File: src/rtl/core/pms_pkg.sv
package pms_pkg;

    // splitmix64 finaliser constants
    localparam logic [63:0] MIX_GOLDEN = 64'h9E37_79B9_7F4A_7C15;
    localparam logic [63:0] MIX_C1     = 64'hBF58_476D_1CE4_E5B9;
    localparam logic [63:0] MIX_C2     = 64'h94D0_49BB_1331_11EB;
    localparam logic [63:0] SEED_MULT  = 64'h0000_0100_0000_01B3;
    localparam int          MIX_SH1    = 30;
    localparam int          MIX_SH2    = 27;
    localparam int          MIX_SH3    = 31;

    // pipeline shape
    localparam int MIX_DEPTH  = 5;
    localparam int PMS_STAGES = 2 * MIX_DEPTH + 2;

    // configuration port
    localparam int CFG_ADDR_W = 6;
    localparam int CFG_DATA_W = 64;

    typedef enum logic [1:0] {
        KIND_PERIODIC = 2'd0,
        KIND_RANDOM   = 2'd1,
        KIND_FLIP     = 2'd2
    } map_kind_t;

    typedef enum logic [2:0] {
        REG_MAP_KIND    = 3'd0,
        REG_PAIR_OFFSET = 3'd1,
        REG_PERIOD_BITS = 3'd2,
        REG_PATTERN     = 3'd3,
        REG_THRESHOLD   = 3'd4,
        REG_FLIP_COUNT  = 3'd5,
        REG_FLIP_FIRST  = 3'd6,
        REG_FLIP_SECOND = 3'd7
    } pms_reg_t;

    typedef struct packed {
        map_kind_t   map_kind;
        logic        pair_offset;
        logic [2:0]  period_bits;
        logic [63:0] pattern_or_seed;
        logic [63:0] flip_threshold;
        logic [1:0]  flip_count;
        logic [62:0] first_flip_pair;
        logic [62:0] second_flip_pair;
    } pms_cfg_t;

    // fields that ride beside the hash pipeline
    typedef struct packed {
        logic [63:0] idx;
        logic [64:0] up_sum;
        logic [63:0] down_diff;
        logic        parity;
        logic        cfast;
    } pms_side_t;

    // mask for i mod 2^K, K clamped to 6
    function automatic logic [5:0] period_mask(input logic [2:0] k);
        logic [2:0] kk;
        kk = (k > 3'd6) ? 3'd6 : k;
        return 6'((7'd1 << kk) - 7'd1);
    endfunction

endpackage

File: src/rtl/core/pms_cfg.sv
module pms_cfg
    import pms_pkg::*;
(
    input  logic                  aclk,
    input  logic                  aresetn,
    input  logic                  psel,
    input  logic                  penable,
    input  logic                  pwrite,
    input  logic [CFG_ADDR_W-1:0] paddr,
    input  logic [CFG_DATA_W-1:0] pwdata,
    output logic [CFG_DATA_W-1:0] prdata,
    output logic                  pready,
    output pms_cfg_t              cfg
);

    pms_cfg_t cfg_reg;
    pms_reg_t sel_reg_idx;
    logic     wr_en;

    assign pready      = 1'b1;
    assign sel_reg_idx = pms_reg_t'(paddr[CFG_ADDR_W-1:3]);
    assign wr_en       = psel && penable && pwrite;
    assign cfg         = cfg_reg;

    always_ff @(posedge aclk) begin
        if (!aresetn) begin
            cfg_reg <= '0;
        end else if (wr_en) begin
            case (sel_reg_idx)
                REG_MAP_KIND:    cfg_reg.map_kind <= map_kind_t'(pwdata[1:0]);
                REG_PAIR_OFFSET: cfg_reg.pair_offset <= pwdata[0];
                REG_PERIOD_BITS: cfg_reg.period_bits <= pwdata[2:0];
                REG_PATTERN:     cfg_reg.pattern_or_seed <= pwdata;
                REG_THRESHOLD:   cfg_reg.flip_threshold <= pwdata;
                REG_FLIP_COUNT:  cfg_reg.flip_count <= pwdata[1:0];
                REG_FLIP_FIRST:  cfg_reg.first_flip_pair <= pwdata[62:0];
                REG_FLIP_SECOND: cfg_reg.second_flip_pair <= pwdata[62:0];
                default: ;
            endcase
        end
    end

    always_comb begin
        case (sel_reg_idx)
            REG_MAP_KIND:    prdata = {62'd0, cfg_reg.map_kind};
            REG_PAIR_OFFSET: prdata = {63'd0, cfg_reg.pair_offset};
            REG_PERIOD_BITS: prdata = {61'd0, cfg_reg.period_bits};
            REG_PATTERN:     prdata = cfg_reg.pattern_or_seed;
            REG_THRESHOLD:   prdata = cfg_reg.flip_threshold;
            REG_FLIP_COUNT:  prdata = {62'd0, cfg_reg.flip_count};
            REG_FLIP_FIRST:  prdata = {1'b0, cfg_reg.first_flip_pair};
            REG_FLIP_SECOND: prdata = {1'b0, cfg_reg.second_flip_pair};
            default:         prdata = '0;
        endcase
    end

endmodule

File: config.mk
export PLATFORM = sky130hd
export DESIGN_NAME = pms_cfg
export DESIGN_NICKNAME = d
export VERILOG_FILES = /design/src/rtl/core/pms_pkg.sv /design/src/rtl/core/pms_cfg.sv
export SDC_FILE = /design/constraint.sdc
export NUM_CORES = 1
export LEC_CHECK = 0
export ABC_CLOCK_PERIOD_IN_PS = 1750
export BUFFER_PORTS_ARGS = -buffer_cell sky130_fd_sc_hd__buf_2
export CORE_AREA = 2 2 174 176
export CTS_BUF_LIST = sky130_fd_sc_hd__clkbuf_16
export CTS_CLUSTER_DIAMETER = 150
export DETAILED_ROUTE_END_ITERATION = 12
export DIE_AREA = 0 0 176 178
export PLACE_DENSITY_LB_ADDON = 0.08
export SYNTH_ARGS = -nofsm -noshare
export SYNTH_HDL_FRONTEND = slang
export SYNTH_SLANG_ARGS = --single-unit
File: constraint.sdc
create_clock -name aclk -period 1.75 [get_ports aclk]
set_input_delay 0.35 -clock aclk [delete_from_list [all_inputs] [get_ports aclk]]
set_output_delay 0.35 -clock aclk [all_outputs]
set_load 0.01 [all_outputs]
==> impl_metrics.csv <==
group,metric,value,unit
yosys,syn_area,0.01164,sq mm
cells_and_area,final_cell_count_no_fill,2056,
clock_network,tritoncts,"done",
setup_path,critical_path_class,"flop to output port",
timing,slew_violations,0,
setup_path,timing.critical_path.max_delay_family,"multiplexers",
yosys,ys_dominant_reg_cell,"sky130_fd_sc_hd__dfxtp_1",
setup_path,startpoint_of_the_most_critical_register_to_register_path,"cfg[56]$_SDFFE_PN0P_",
setup_path,slowest_stage,"sky130_fd_sc_hd__mux4_2",
setup_path,critPathArrivalTime,1730,ps
cells_and_area,finish.net_count,1716,
yosys,netlist.top_cell.by_area,"sky130_fd_sc_hd__dfxtp_1",
setup_path,cp_data_required_time,1400,ps
setup_path,worst_path_largest_cell_delay,440,ps
clock_network,clock-sinks,262,
clock_network,cts_root_buf,"sky130_fd_sc_hd__clkbuf_16",
yosys,postSynthRegisterBits,262,
detailed_routing,detail_route.first_pass.iterations,5,
yosys,synth.area.top_cells,"sky130_fd_sc_hd__dfxtp_1, sky130_fd_sc_hd__mux2i_1, sky130_fd_sc_hd__nand2_1",
yosys,postSynthAreaPerCell,10.05,sq um
yosys,synth_sequential_area_ratio,45.04,%
timing,holdWs,88.29,ps
global_route,first_global_vias,10340,
cells_and_area,seqCellArea,0.005408,sq mm
detailed_routing,ant_nets,0,
timing,period_utilization_post_route,118.7,%
clock_network,ctsLongestPathBuffers,3,
timing,fin_skew,0,ps
setup_path,path_cells,"mux4_2 > mux2_4 > buf_6",
detailed_routing,routedWlPerCell,20.18,um
floorplanning,initial_utilization,39.61,%
floorplanning,ios,402,
cells_and_area,layout.cells.most_common,"sky130_fd_sc_hd__buf_2",
timing,finalSetupViolCount,16,
run_status,status,"complete, but fails checks",
yosys,ys_async_sr_fraction,0,%
power_and_ir_drop,cellPowerDensity,783.7,mW/mm^2
timing,max_clock_freq,481.2,MHz
setup_path,setup.worst_path.start_class,"flop",
cells_and_area,drive_above_1_share,44.29,%
clock_network,cts-hold-fix-buffers,0,
yosys,synth_enable_flop_cells,0,
global_route,grt_max_degree,49,
flow_run,maxCapViolCount,0,
cells_and_area,area_growth,41.40,%
global_route,antenna_found_initial,3,
cells_and_area,largest_register_ffs,262,
power_and_ir_drop,static-leakage-power,7.380,nW
clock_network,cts_made_buffers,31,
floorplanning,die_height,178,um
detailed_routing,initialDrtViolationCount,499,
detailed_routing,postRouteWirelength,41490,um
timing,grt_setup_unrepaired,"true",
floorplanning,dieArea,0.03133,sq mm
place,gp_routability_congestion,0.8079,
place,io_buffer_count,397,
timing,finalHoldViolCount,0,
detailed_routing,vias,10500,
floorplanning,coreArea,0.02940,sq mm
detailed_routing,post-route-drc-count,0,
timing,layout_min_cycle_time,2078,ps
power_and_ir_drop,ir_drop,0.5841,mV
hold_path,worst_hold_path_type,"input port to flop",
global_route,grt_first_pass_wirelength,61380,um
floorplanning,core.rowCount,63,
cells_and_area,commonest_cells_after_routing_fill_and_taps_aside,"sky130_fd_sc_hd__buf_2, sky130_fd_sc_hd__nand2_1, sky130_fd_sc_hd__mux2i_1",
place,dpl.cell_count,1900,
timing,postLayoutSetupSlackWorst,-327.9,ps
cells_and_area,final_core_util,56.00,%
yosys,yosys_warnings,0,
yosys,synthesis.instances,1159,
setup_path,timing.critical_path.buf_inv,1,
global_route,globalRoute.totalOverflow,0,
global_route,overall_track_demand_over_capacity_in_global_routing,25.24,%
yosys,synthDominantCellAreaShare,45.04,%
cells_and_area,final.fill_count,2719,
place,dp_worst_setup_slack,-119.3,ps
yosys,synth.net_count,1234,
hold_path,hold_path_start,"pwdata[63]",
place,dp_hpwl,26380,um
clock_network,clk_transition_reported_paths,60,ps
setup_path,endpoint_kind,"output port",
place,placed_cell_area,0.01432,sq mm
setup_path,crit_path_max_fanout,2,
run_status,violations_in_the_final_reports,"setup timing",
clock_network,insertion_delay,540,ps
cells_and_area,multi_input_comb_area,0.005863,sq mm
floorplanning,horizontal_extent_of_the_die,176,um
yosys,synth_cell_type_count,29,
setup_path,cp-startpoint,"cfg[259]$_SDFFE_PN0P_",
detailed_routing,vias_per_cell,5.106,
clock_network,htree_levels,1,
cells_and_area,design_area,0.01647,sq mm
-- metrics by stage --
stage / setup TNS [ps] / total power [mW]
2_1_floorplan: 0 / 6.654
4_1_cts: -1364 / 13.00
5_1_grt: -4372 / 13.31
6_report: -919.1 / 12.90
3_3_place_gp: -4613 / 7.059
3_5_place_dp: -4292 / 7.060
-- routing by layer --
| metal | GRT usage, % | wire (um) |
|---|---|---|
| met5 | 0 | 13 |
| met4 | 6.612 | 1077 |
| met3 | 5.733 | 2740 |
| met2 | 44.27 | 20070 |
| met1 | 31.30 | 17590 |
-- repair_timing --
item | in CTS | in global routing
gates resized for setup | 143 | 20
setup buffers | 81 | 8
gates cloned | 7 | 2
pin swaps | 52 | 19
endpoints found under the setup margin | 64 | 64
-- path summary, 6_finish.rpt --
path / depth (start not counted) / endpoint / slack, ps
max: 3 / prdata[0] / -330
min: 3 / cfg[191]$_SDFFE_PN0P_ / 90
max reg2reg: 4 / cfg[56]$_SDFFE_PN0P_ / 940
min reg2reg: 2 / cfg[38]$_SDFFE_PN0P_ / 460
-- cell families (layout without fill, tap and decap cells) --
family	count (synthesis)	count (layout)	synth area share (%)
compound gates	126	126	9.401
buf+inv	101	606	5.028
flops	262	262	45.04
mux	327	327	28.56
other cells	1	3	0.03220
simple gates	342	342	11.94
-- cells in the mapped netlist, types with 3 or more instances --
library cell,n
sky130_fd_sc_hd__a22o_1,60
sky130_fd_sc_hd__o2bb2ai_1,60
sky130_fd_sc_hd__mux2i_1,321
sky130_fd_sc_hd__nor2_1,3
sky130_fd_sc_hd__dfxtp_1,262
sky130_fd_sc_hd__nand2_1,328
sky130_fd_sc_hd__clkbuf_1,43
sky130_fd_sc_hd__buf_1,9
sky130_fd_sc_hd__mux4_2,4
sky130_fd_sc_hd__buf_4,14
sky130_fd_sc_hd__buf_6,18
sky130_fd_sc_hd__nor2_8,3
sky130_fd_sc_hd__buf_2,15
-- worst reg2reg max path, stage by stage, from the launching register on --
cell                      delay [ps]
sky130_fd_sc_hd__dfxtp_2         320
sky130_fd_sc_hd__buf_4           120
sky130_fd_sc_hd__buf_4           130
sky130_fd_sc_hd__nand2_1          50
sky130_fd_sc_hd__mux2i_1          70
-- where the power goes --
part           internal (mW)  switching (mW)  total, mW  leakage, nW
combinational          0.414           0.613       1.03         4.73
sequential              6.01          0.0336       6.05         2.18
clock                   3.33            2.50       5.83        0.472
-- cell type report --
type | instances | share of cell area (%)
Sequential cell | 262 | 32.84
Clock buffer | 31 | 4.711
Tap cell | 390 | 2.964
Multi-Input combinational cell | 796 | 35.61
Timing Repair Buffer | 548 | 22.96
Clock inverter | 25 | 0.8283
Inverter | 2 | 0.06079
Antenna cell | 2 | 0.03040
No activity file was read; power rests on OpenSTA's default activity.
